--- config.mk ---
export PLATFORM = sky130hd
export DESIGN_NAME = servo_packet_router
export DESIGN_NICKNAME = d
export VERILOG_FILES = /design/src/sv/spr_pkg.sv /design/src/sv/spr_datapath.sv /design/src/sv/spr_ctrl.sv /design/src/sv/servo_packet_router.sv
export VERILOG_INCLUDE_DIRS = /design/src /design/src/sv
export SDC_FILE = /design/constraint.sdc
export NUM_CORES = 1
export LEC_CHECK = 0
export ABC_AREA = 1
export BUFFER_PORTS_ARGS = -buffer_cell sky130_fd_sc_hd__clkbuf_2
export CAP_MARGIN = 20
export CELL_PAD_IN_SITES_DETAIL_PLACEMENT = 0
export CELL_PAD_IN_SITES_GLOBAL_PLACEMENT = 1
export CORE_MARGIN = 2
export CORE_UTILIZATION = 53
export CTS_BUF_LIST = sky130_fd_sc_hd__clkbuf_2
export CTS_CLUSTER_SIZE = 10
export DETAILED_ROUTE_END_ITERATION = 10
export HOLD_SLACK_MARGIN = 0.06
export PLACE_DENSITY_LB_ADDON = 0.25
export SYNTH_ARGS = -nofsm -noshare
export SYNTH_HDL_FRONTEND = slang
export SYNTH_SLANG_ARGS = --single-unit
--- constraint.sdc ---
create_clock -name i_clk -period 11.3 [get_ports i_clk]
set_input_delay 1.695 -clock i_clk [delete_from_list [all_inputs] [get_ports i_clk]]
set_output_delay 1.695 -clock i_clk [all_outputs]
set_load 0.005 [all_outputs]
--- src/sv/servo_packet_router_assert.svh ---
// assertion macros for the servo packet router
`ifndef SERVO_PACKET_ROUTER_ASSERT_SVH
`define SERVO_PACKET_ROUTER_ASSERT_SVH

`ifndef NO_ASSERTIONS
// checked while out of reset
`define SPR_ASSERT(lbl, prop, msg) \
    lbl: assert property (@(posedge i_clk) disable iff (!i_rst_n) prop) else $error(msg);
// checked at every edge, reset included
`define SPR_ASSERT_ANY(lbl, prop, msg) \
    lbl: assert property (@(posedge i_clk) prop) else $error(msg);
`else
`define SPR_ASSERT(lbl, prop, msg)
`define SPR_ASSERT_ANY(lbl, prop, msg)
`endif

`endif

--- src/sv/spr_pkg.sv ---
`timescale 1ns / 1ps
`default_nettype none
package spr_pkg;

    // default parameter values
    localparam int MAX_DEVICES_DEF        = 16;
    localparam int RETURN_BUFFER_SIZE_DEF = 64;
    localparam int MAX_RETURN_PACKET_DEF  = 64;
    localparam int BUFFER_DEPTH_DEF       = 32;

    // register reset values and indexes
    localparam logic [7:0]  OWN_ID_RST  = 8'd200;
    localparam logic [15:0] TIMEOUT_RST = 16'd5000;
    localparam logic REG_OWN_ID  = 1'b0;
    localparam logic REG_TIMEOUT = 1'b1;

    // result kinds
    localparam logic [2:0] KIND_BUS   = 3'd0;
    localparam logic [2:0] KIND_PING  = 3'd1;
    localparam logic [2:0] KIND_RANGE = 3'd2;
    localparam logic [2:0] KIND_READ  = 3'd3;
    localparam logic [2:0] KIND_WRITE = 3'd4;
    localparam logic [2:0] KIND_SYNC  = 3'd5;

    typedef struct packed {
        logic       operation;
        logic [7:0] data_byte;
    } t_in;

    typedef struct packed {
        logic [2:0] kind;
        logic [7:0] byte_value;
        logic [7:0] address;
        logic [7:0] count;
        logic       last;
    } t_out;

    typedef struct packed {
        logic accept;
        logic exec;
        logic emit;
    } t_ctl_cmd;

    typedef struct packed {
        logic out_free;
        logic stream;
        logic last_elem;
    } t_ctl_stat;

endpackage
`default_nettype wire

--- src/sv/spr_datapath.sv ---
`timescale 1ns / 1ps
`default_nettype none
`include "servo_packet_router_assert.svh"
module spr_datapath #(
    parameter int MAX_DEVICES        = spr_pkg::MAX_DEVICES_DEF,
    parameter int RETURN_BUFFER_SIZE = spr_pkg::RETURN_BUFFER_SIZE_DEF,
    parameter int MAX_RETURN_PACKET  = spr_pkg::MAX_RETURN_PACKET_DEF,
    parameter int BUFFER_DEPTH       = spr_pkg::BUFFER_DEPTH_DEF
) (
    input  wire              i_clk,
    input  wire              i_rst_n,
    input  wire spr_pkg::t_in i_in_data,
    input  wire  [7:0]       i_own_id,
    input  wire  [15:0]      i_timeout,
    input  wire spr_pkg::t_ctl_cmd i_cmd,
    output spr_pkg::t_ctl_stat o_stat,
    output spr_pkg::t_out    o_out_data,
    output logic             o_out_valid,
    input  wire              i_out_ready
);
    localparam int AW = $clog2(BUFFER_DEPTH);
    localparam int CW = $clog2(BUFFER_DEPTH + 1);
    localparam logic [7:0] SYNC_BYTE    = 8'hFF;
    localparam logic [7:0] BROADCAST_ID = 8'hFE;
    localparam logic [7:0] INS_PING     = 8'h01;
    localparam logic [7:0] INS_READ     = 8'h02;
    localparam logic [7:0] INS_WRITE    = 8'h03;
    localparam logic [7:0] INS_SYNC     = 8'h84;

    typedef enum logic [3:0] {
        PH_FIRST, PH_SECOND, PH_ID, PH_LEN, PH_LEN_FOREIGN,
        PH_INSTR, PH_PING, PH_PARAMS, PH_PASS
    } t_phase;

    // latched item and parser state
    logic          r_op;
    logic [7:0]    r_ch;
    t_phase        r_phase, n_phase;
    logic [CW-1:0] r_bc, n_bc;
    logic [7:0]    r_sum, n_sum;
    logic [15:0]   r_idle, n_idle;
    logic [7:0]    r_pass, n_pass;
    logic [7:0]    r_id, n_id, r_len, n_len, r_ins, n_ins, r_p5, n_p5, r_p6, n_p6;

    // packet buffer
    logic [7:0]    r_mem [BUFFER_DEPTH];
    logic [7:0]    r_rdata;

    // stream sequencer and output register
    logic [AW-1:0] r_idx;
    logic [CW-1:0] r_left;
    logic [2:0]    r_s_kind;
    logic [7:0]    r_s_addr, r_s_cnt;
    spr_pkg::t_out r_out;
    logic          r_out_valid;

    // plan for the current item
    logic          wr_en, p_single, do_flush, p_stream;
    logic [2:0]    p_kind;
    logic [7:0]    p_byte, p_addr, p_cnt;
    logic [CW-1:0] p_n, bc_inc;
    logic [AW-1:0] p_start;
    logic [2:0]    s_kind;
    logic [7:0]    s_addr, s_cnt, p5v, p6v, sum_inc;
    logic [15:0]   idle_sat, prod;
    logic          sync_bad;

    assign bc_inc  = r_bc + CW'(1);
    assign p5v     = (r_bc == CW'(5)) ? r_ch : r_p5;
    assign p6v     = (r_bc == CW'(6)) ? r_ch : r_p6;
    assign sum_inc = r_sum + r_ch;
    assign prod    = 16'(p6v) * (16'(r_len) - 16'd4);
    assign idle_sat = (r_idle == 16'hFFFF) ? r_idle : r_idle + 16'd1;
    assign sync_bad = (r_len < 8'd4) || (p6v == 8'd0)
        || ({1'b0, p6v} > 9'(RETURN_BUFFER_SIZE - 6))
        || (prod > 16'(MAX_RETURN_PACKET - 6));

    // parse decision
    always_comb begin
        n_phase = r_phase; n_bc = r_bc; n_sum = r_sum; n_idle = r_idle;
        n_pass = r_pass; n_id = r_id; n_len = r_len; n_ins = r_ins;
        n_p5 = r_p5; n_p6 = r_p6;
        wr_en = 1'b0; p_single = 1'b0; do_flush = 1'b0;
        p_kind = spr_pkg::KIND_BUS; p_byte = 8'd0; p_addr = 8'd0; p_cnt = 8'd0;
        p_n = '0; p_start = '0;
        s_kind = spr_pkg::KIND_BUS; s_addr = 8'd0; s_cnt = 8'd0;
        if (!r_op) begin
            n_idle = 16'd0;
            case (r_phase)
                PH_FIRST: begin
                    if (r_ch == SYNC_BYTE) begin
                        wr_en = 1'b1; n_bc = CW'(1); n_phase = PH_SECOND;
                    end else begin
                        p_single = 1'b1; p_byte = r_ch;
                    end
                end
                PH_SECOND: begin
                    wr_en = 1'b1; n_bc = bc_inc;
                    if (r_ch == SYNC_BYTE) n_phase = PH_ID;
                    else do_flush = 1'b1;
                end
                PH_ID: begin
                    if (r_ch == SYNC_BYTE) begin
                        p_single = 1'b1; p_byte = SYNC_BYTE;
                    end else begin
                        wr_en = 1'b1; n_bc = bc_inc; n_id = r_ch;
                        if (r_ch != i_own_id && r_ch != BROADCAST_ID) begin
                            p_n = bc_inc; n_phase = PH_LEN_FOREIGN;
                        end else begin
                            n_phase = PH_LEN;
                        end
                    end
                end
                PH_LEN_FOREIGN: begin
                    wr_en = 1'b1; n_bc = bc_inc;
                    p_single = 1'b1; p_byte = r_ch;
                    n_pass = (r_ch == 8'd0) ? 8'd1 : r_ch;
                    n_phase = PH_PASS;
                end
                PH_LEN: begin
                    wr_en = 1'b1; n_bc = bc_inc; n_len = r_ch;
                    if ({1'b0, r_ch} > 9'd1 && {1'b0, r_ch} < 9'(MAX_DEVICES + 4)
                            && {1'b0, r_ch} + 9'd4 <= 9'(BUFFER_DEPTH)) begin
                        n_phase = PH_INSTR;
                    end else begin
                        p_single = 1'b1; p_kind = spr_pkg::KIND_RANGE;
                        do_flush = 1'b1;
                    end
                end
                PH_INSTR: begin
                    wr_en = 1'b1; n_bc = bc_inc; n_ins = r_ch;
                    n_sum = r_id + r_ch + r_len;
                    if (r_ch == INS_SYNC) n_phase = PH_PARAMS;
                    else if (r_id == i_own_id && r_ch == INS_PING) n_phase = PH_PING;
                    else if (r_id == i_own_id && (r_ch == INS_READ || r_ch == INS_WRITE))
                        n_phase = PH_PARAMS;
                    else do_flush = 1'b1;
                end
                PH_PING: begin
                    wr_en = 1'b1; n_bc = bc_inc;
                    if (i_own_id + 8'd3 + r_ch == 8'hFF) begin
                        p_single = 1'b1; p_kind = spr_pkg::KIND_PING;
                        n_phase = PH_FIRST; n_bc = '0;
                    end else begin
                        do_flush = 1'b1;
                    end
                end
                PH_PARAMS: begin
                    wr_en = 1'b1; n_bc = bc_inc; n_sum = sum_inc;
                    n_p5 = p5v; n_p6 = p6v;
                    if (9'(bc_inc) >= {1'b0, r_len} + 9'd4) begin
                        if (sum_inc != 8'hFF) begin
                            do_flush = 1'b1;
                        end else begin
                            n_phase = PH_FIRST; n_bc = '0;
                            if (r_ins == INS_SYNC) begin
                                if (sync_bad) begin
                                    p_single = 1'b1; p_kind = spr_pkg::KIND_RANGE;
                                end else begin
                                    p_n = CW'(r_len - 8'd2); p_start = AW'(5);
                                    s_kind = spr_pkg::KIND_SYNC; s_addr = r_id;
                                    s_cnt = r_len - 8'd2;
                                end
                            end else if (r_ins == INS_READ) begin
                                p_single = 1'b1; p_kind = spr_pkg::KIND_READ;
                                p_addr = p5v;
                                p_cnt = (r_len >= 8'd3) ? p6v : 8'd0;
                            end else if (r_len > 8'd3) begin
                                p_n = CW'(r_len - 8'd3); p_start = AW'(6);
                                s_kind = spr_pkg::KIND_WRITE; s_addr = p5v;
                                s_cnt = r_len - 8'd3;
                            end
                        end
                    end
                end
                PH_PASS: begin
                    p_single = 1'b1; p_byte = r_ch;
                    n_pass = (r_pass > 8'd0) ? r_pass - 8'd1 : r_pass;
                    if (n_pass == 8'd0) begin
                        n_phase = PH_FIRST; n_bc = '0;
                    end
                end
                default: begin
                    n_phase = PH_FIRST; n_bc = '0;
                end
            endcase
            // flush buffered bytes, keeping a trailing sync byte
            if (do_flush) begin
                if (r_ch == SYNC_BYTE) begin
                    p_n = r_bc; n_bc = CW'(1); n_phase = PH_SECOND;
                end else begin
                    p_n = bc_inc; n_bc = '0; n_phase = PH_FIRST;
                end
            end
        end else if (r_phase != PH_FIRST) begin
            // idle tick and timeout
            n_idle = idle_sat;
            if (idle_sat > i_timeout) begin
                if (r_phase != PH_LEN_FOREIGN && r_phase != PH_PASS) p_n = r_bc;
                n_phase = PH_FIRST; n_bc = '0; n_pass = 8'd0; n_idle = 16'd0;
            end
        end
    end

    assign p_stream = (p_n != '0);

    // parser state
    always_ff @(posedge i_clk) begin
        if (!i_rst_n) begin
            r_phase <= PH_FIRST;
            r_bc    <= '0;
            r_sum   <= 8'd0;
            r_idle  <= 16'd0;
            r_pass  <= 8'd0;
        end else if (i_cmd.exec) begin
            r_phase <= n_phase;
            r_bc    <= n_bc;
            r_sum   <= n_sum;
            r_idle  <= n_idle;
            r_pass  <= n_pass;
        end
    end

    // latched item and captured header fields
    always_ff @(posedge i_clk) begin
        if (i_cmd.accept) begin
            r_op <= i_in_data.operation;
            r_ch <= i_in_data.data_byte;
        end
        if (i_cmd.exec) begin
            r_id <= n_id; r_len <= n_len; r_ins <= n_ins;
            r_p5 <= n_p5; r_p6 <= n_p6;
        end
    end

    // buffer write and registered read
    always_ff @(posedge i_clk) begin
        if (i_cmd.exec && wr_en && r_bc < CW'(BUFFER_DEPTH)) r_mem[r_bc[AW-1:0]] <= r_ch;
        r_rdata <= r_mem[r_idx];
    end

    // stream sequencer
    always_ff @(posedge i_clk) begin
        if (!i_rst_n) begin
            r_left <= '0;
        end else if (i_cmd.exec) begin
            r_left <= p_n;
        end else if (i_cmd.emit) begin
            r_left <= r_left - CW'(1);
        end
        if (i_cmd.exec) begin
            r_idx    <= p_start;
            r_s_kind <= s_kind;
            r_s_addr <= s_addr;
            r_s_cnt  <= s_cnt;
        end else if (i_cmd.emit) begin
            r_idx <= r_idx + AW'(1);
        end
    end

    // output register
    always_ff @(posedge i_clk) begin
        if (!i_rst_n) begin
            r_out_valid <= 1'b0;
        end else if ((i_cmd.exec && p_single) || i_cmd.emit) begin
            r_out_valid <= 1'b1;
        end else if (i_out_ready) begin
            r_out_valid <= 1'b0;
        end
        if (i_cmd.exec && p_single) begin
            r_out <= '{kind: p_kind, byte_value: p_byte, address: p_addr,
                       count: p_cnt, last: !p_stream};
        end else if (i_cmd.emit) begin
            r_out <= '{kind: r_s_kind, byte_value: r_rdata, address: r_s_addr,
                       count: r_s_cnt, last: (r_left == CW'(1))};
        end
    end

    assign o_out_data       = r_out;
    assign o_out_valid      = r_out_valid;
    assign o_stat.out_free  = !r_out_valid || i_out_ready;
    assign o_stat.stream    = p_stream;
    assign o_stat.last_elem = (r_left == CW'(1));

    `SPR_ASSERT(a_first_empty, (r_phase == PH_FIRST) |-> (r_bc == '0), "search with filled buffer")
    `SPR_ASSERT(a_bc_range, r_bc <= CW'(BUFFER_DEPTH), "byte count past buffer depth")
    `SPR_ASSERT(a_pass_left, (r_phase == PH_PASS) |-> (r_pass != 8'd0), "pass with no bytes left")
    `SPR_ASSERT(a_emit_left, i_cmd.emit |-> (r_left != '0), "stream emit with nothing left")
endmodule
`default_nettype wire

--- src/sv/spr_ctrl.sv ---
`timescale 1ns / 1ps
`default_nettype none
module spr_ctrl (
    input  wire                i_clk,
    input  wire                i_rst_n,
    input  wire                i_in_valid,
    output logic               o_in_ready,
    input  wire spr_pkg::t_ctl_stat i_stat,
    output spr_pkg::t_ctl_cmd  o_cmd
);
    typedef enum logic [1:0] { S_IDLE, S_EXEC, S_ADDR, S_EMIT } t_state;

    t_state r_state, n_state;
    logic   r_in_ready;

    // commands to the datapath
    assign o_cmd.accept = (r_state == S_IDLE) && i_in_valid;
    assign o_cmd.exec   = (r_state == S_EXEC) && i_stat.out_free;
    assign o_cmd.emit   = (r_state == S_EMIT) && i_stat.out_free;

    // next state
    always_comb begin
        n_state = r_state;
        case (r_state)
            S_IDLE: if (i_in_valid) n_state = S_EXEC;
            S_EXEC: begin
                if (i_stat.out_free) n_state = i_stat.stream ? S_ADDR : S_IDLE;
            end
            S_ADDR: n_state = S_EMIT;
            S_EMIT: begin
                if (i_stat.out_free) n_state = i_stat.last_elem ? S_IDLE : S_ADDR;
            end
            default: n_state = S_IDLE;
        endcase
    end

    // state and ready
    always_ff @(posedge i_clk) begin
        if (!i_rst_n) begin
            r_state    <= S_IDLE;
            r_in_ready <= 1'b1;
        end else begin
            r_state    <= n_state;
            r_in_ready <= (n_state == S_IDLE);
        end
    end

    assign o_in_ready = r_in_ready;
endmodule
`default_nettype wire

--- src/sv/servo_packet_router.sv ---
`timescale 1ns / 1ps
`default_nettype none
// servo packet router: parses protocol 1 instruction packets from a host byte stream
// input channel (i_in_valid / o_in_ready): one item is a host byte or one idle tick
// output channel (o_out_valid / i_out_ready): bus bytes, status, read and write items;
//   last marks the final item produced by one input
// apb port: register 0 own_id at 0x0, register 1 timeout_ticks at 0x4
// an input is taken in the idle state and decided in the exec state, which waits
//   for a free output register; a single result is registered by that decision
// streamed results (flush, write or sync-read bytes) come from the packet buffer
//   through its registered read port, an address state then an emit state per byte
// one item is handled at a time; ready returns once its last result is registered
// a stalled receiver holds the output register and the sequencer waits on it
// reset clears the parser to sync search, empties the output and restores registers
// the buffer needs no clearing: only entries written for the current packet are read
module servo_packet_router #(
    parameter int MAX_DEVICES        = spr_pkg::MAX_DEVICES_DEF,
    parameter int RETURN_BUFFER_SIZE = spr_pkg::RETURN_BUFFER_SIZE_DEF,
    parameter int MAX_RETURN_PACKET  = spr_pkg::MAX_RETURN_PACKET_DEF,
    parameter int BUFFER_DEPTH       = spr_pkg::BUFFER_DEPTH_DEF
) (
    input  wire            i_clk,
    input  wire            i_rst_n,
    input  wire            i_in_valid,
    output logic           o_in_ready,
    input  wire spr_pkg::t_in i_in_data,
    output logic           o_out_valid,
    input  wire            i_out_ready,
    output spr_pkg::t_out  o_out_data,
    input  wire            psel,
    input  wire            penable,
    input  wire            pwrite,
    input  wire  [2:0]     paddr,
    input  wire  [31:0]    pwdata,
    output logic [31:0]    prdata,
    output logic           pready
);
    logic [7:0]          r_own_id;
    logic [15:0]         r_timeout;
    spr_pkg::t_ctl_cmd   cmd;
    spr_pkg::t_ctl_stat  stat;

    // configuration registers
    always_ff @(posedge i_clk) begin
        if (!i_rst_n) begin
            r_own_id  <= spr_pkg::OWN_ID_RST;
            r_timeout <= spr_pkg::TIMEOUT_RST;
        end else if (psel && penable && pwrite) begin
            case (paddr[2])
                spr_pkg::REG_OWN_ID:  r_own_id  <= pwdata[7:0];
                spr_pkg::REG_TIMEOUT: r_timeout <= pwdata[15:0];
                default: ;
            endcase
        end
    end

    // register readback
    always_comb begin
        case (paddr[2])
            spr_pkg::REG_OWN_ID:  prdata = {24'd0, r_own_id};
            spr_pkg::REG_TIMEOUT: prdata = {16'd0, r_timeout};
            default:              prdata = 32'd0;
        endcase
    end

    assign pready = 1'b1;

    spr_ctrl u_ctrl (
        .i_clk      (i_clk),
        .i_rst_n    (i_rst_n),
        .i_in_valid (i_in_valid),
        .o_in_ready (o_in_ready),
        .i_stat     (stat),
        .o_cmd      (cmd)
    );

    spr_datapath #(
        .MAX_DEVICES        (MAX_DEVICES),
        .RETURN_BUFFER_SIZE (RETURN_BUFFER_SIZE),
        .MAX_RETURN_PACKET  (MAX_RETURN_PACKET),
        .BUFFER_DEPTH       (BUFFER_DEPTH)
    ) u_datapath (
        .i_clk       (i_clk),
        .i_rst_n     (i_rst_n),
        .i_in_data   (i_in_data),
        .i_own_id    (r_own_id),
        .i_timeout   (r_timeout),
        .i_cmd       (cmd),
        .o_stat      (stat),
        .o_out_data  (o_out_data),
        .o_out_valid (o_out_valid),
        .i_out_ready (i_out_ready)
    );
endmodule
`default_nettype wire
==> results.py <==
metrics = {
    "clock_network": {
        "cts_max_level": 3,
        "clockRootBuffer": "clkbuf_2",
        "cts_resized": 0,
        "post_cts_buffers": 0,
        "cts_tree": "done",
        "clock-sinks": 440,
        "holdBufCountCts": 0,
        "cts.clk_slew.worst_paths_ps": 130,
        "insertion_delay_ps": 1150,
        "clock_path_buffers": 3,
        "cts_made_buffers": 109,
    },
    "logic_synthesis": {
        "synth_common_cells": "nor2_1, edfxtp_1, nand2_1",
        "synth_cell_types": 59,
        "synth-seq-cells": 440,
        "synthDominantCellAreaShare_pct": 44.3,
        "syn_avg_cell_area_um2": 9.42,
        "syn-cell-area_um2": 24100,
        "yosysSeqAreaShare_pct": 51.3,
        "synth_area_leaders": "edfxtp_1, dfxtp_1, nor2_1",
        "ys_async_sr_fraction_pct": 0,
        "synth_cells": 2559,
        "synth_edf_count": 356,
        "ys_warn_count": 0,
        "yosysMostFrequentCell": "nor2_1",
        "synth_ff_type": "edfxtp_1",
        "yosys.area.top_type": "edfxtp_1",
    },
    "die": {
        "die_w_um": 217,
        "fp-row-count": 78,
        "die_area_um2": 47200,
        "start_util_pct": 53.4,
        "core_area_um2": 45200,
        "die_h_um": 217,
        "io_pins": 114,
    },
    "setup_path": {
        "worstPathArrival_ps": 9000,
        "critical_path.max_fanout": 46,
        "start_kind": "register",
        "cp_common_cell": "nand2_1",
        "crit_type": "register to register",
        "max_stage_delay_ps": 860,
        "worst_path_max_delay_cell": "edfxtp_1",
        "crit_path_end_kind": "register",
        "critPathBufInv": 6,
        "crit_family": "adder cells",
        "crit_required_ps": 12110,
    },
    "route": {
        "viasPerCell": 5.58,
        "drtIter0Drc": 1532,
        "dr.pass1.iters": 6,
        "drt-total-wl_um": 63300,
        "wl_per_cell_um": 18.8,
        "ant_nets": 0,
        "vias": 18803,
        "drc": 0,
    },
    "global_route": {
        "grt_pass1_vias": 18538,
        "grt_first_pass_wirelength_um": 99200,
        "grt_start_max_net_pins": 71,
        "grt_use_total_pct": 27.2,
        "antenna_found_initial": 1,
        "overflow": 0,
    },
    "power_and_ir_drop": {
        "power.density_nw_per_um2": 126,
        "power_leakage_nw": 10.6,
        "ir_drop_v": 0.0000759,
    },
    "timing": {
        "fin_crit_ps": 8200,
        "period_share_pct": 72.5,
        "finalHoldViolCount": 0,
        "max_freq_mhz": 122,
        "rsz0062_at_grt": "false",
        "relSlewSlack_pct": 25.9,
        "finalWorstSetupSlack_ps": 3100,
        "maxSlewViolCount": 0,
        "fin_skew_ps": 75.9,
        "setup_violations": 0,
        "tns_ps": 0,
        "tightest_slew_ps": 1100,
    },
    "placement": {
        "dp_hpwl_um": 42600,
        "port_buffers": 78,
        "postPlaceCellArea_um2": 24900,
        "gp_congestion": 0.931,
        "pre_cts_slack_ps": 3230,
    },
    "layout": {
        "fin_nets": 2881,
        "fin_util_pct": 57.6,
        "drive_above_1_share_pct": 11.8,
        "stdcell_area_um2": 26000,
        "syn2layout_area_growth_pct": 8.03,
    },
    "min_path": {
        "hp-class": "register to register",
    },
    "run": {
        "drv_cap": 0,
    },
    "status": {
        "run_status": "complete, no violations",
    },
}
-- tightest hold or removal path, delay by kind of cell (launching register included) --
kind / cells / cell delay [ps]
DFF: 1 / 320
buffers and inverters: 1 / 70
AOI/OAI and AO/OA: 1 / 60
-- area by class of cell --
class | instances | area, um2
antenna | 1 | 2.50
clock buffer | 149 | 746
clock inverter | 55 | 299
fill | 4018 | 19100
inverter | 319 | 1200
multi-input combinational | 1704 | 10100
sequential | 440 | 12400
tap | 600 | 751
timing repair buffer | 102 | 608
-- stage by stage --
stage / power [mW] / hold slack, ps / std cells
floorplan: 2.08 / 450 / 2574
global placement: 2.19 / 473 / 3162
detailed placement: 2.20 / 475 / 3162
CTS: 3.29 / 489 / 3366
global route: 3.42 / 516 / 3370
finish: 3.27 / 486 / 3370
-- final timing paths --
check,start,depth (start not counted),to,slack [ps]
worst max-delay path,u_datapath.r_len[2],28,u_datapath.o_out_data[1],3100
worst min-delay path,r_timeout[15],2,r_timeout[15],490
worst max register to register,u_datapath.r_len[2],28,u_datapath.o_out_data[1],3100
worst min register to register,r_timeout[15],2,r_timeout[15],490
-- placed cells by master, fill, tap and decap left out, drive strengths merged, types with 33 or more instances in the layout --
| cell type | count |
|---|---|
| nand3 | 60 |
| edfxtp | 356 |
| ha | 87 |
| o21ai | 272 |
| nand2 | 370 |
| xor2 | 33 |
| a21oi | 107 |
| clkinv | 50 |
| fa | 67 |
| nor3 | 37 |
| nand4 | 39 |
| nor2 | 393 |
| inv | 319 |
| o22ai | 86 |
| dfxtp | 84 |
| clkbuf | 227 |
-- routing by layer --
layer / track usage (%) / routed length (um)
met1: 34.9 / 26900
met2: 46.2 / 30900
met3: 4.56 / 3730
met4: 10.5 / 1750
met5: 0 / 0
-- cells by family (layout without fill, tap and decap cells) --
logic type                 count (synthesis)  count (layout)  share of synthesized area (%)
other                                      2              18                         0.0311
and+or+nand+nor                          924             924                           16.3
DFF                                      440             440                           51.3
xor gates and xnor gates                  58              58                           2.11
adders and majority gates                154             154                           10.1
AOI/OAI and AO/OA                        551             551                           13.0
buffers and inverters                    430             625                           7.18
-- sequential cells by signal (all words and copies together) (netlist names), 2 cells and up --
name / flops
r_own_id: 8
r_timeout: 16
u_ctrl.r_state: 2
u_datapath.o_out_data: 28
u_datapath.r_bc: 6
u_datapath.r_ch: 8
u_datapath.r_id: 8
u_datapath.r_idle: 16
u_datapath.r_idx: 5
u_datapath.r_ins: 8
u_datapath.r_left: 6
u_datapath.r_len: 8
u_datapath.r_mem: 256
u_datapath.r_p5: 8
u_datapath.r_p6: 8
u_datapath.r_pass: 8
u_datapath.r_phase: 4
u_datapath.r_rdata: 8
u_datapath.r_s_addr: 8
u_datapath.r_s_cnt: 8
u_datapath.r_s_kind: 2
u_datapath.r_sum: 8
-- where the power goes --
| part | internal (mW) | switching (mW) | total (mW) | leakage (nW) |
|---|---|---|---|---|
| sequential | 1.78 | 0.0210 | 1.81 | 3.91 |
| combinational | 0.109 | 0.256 | 0.365 | 5.93 |
| clock | 0.420 | 0.681 | 1.10 | 0.754 |
Note: power is estimated with default switching activity, not from simulation.
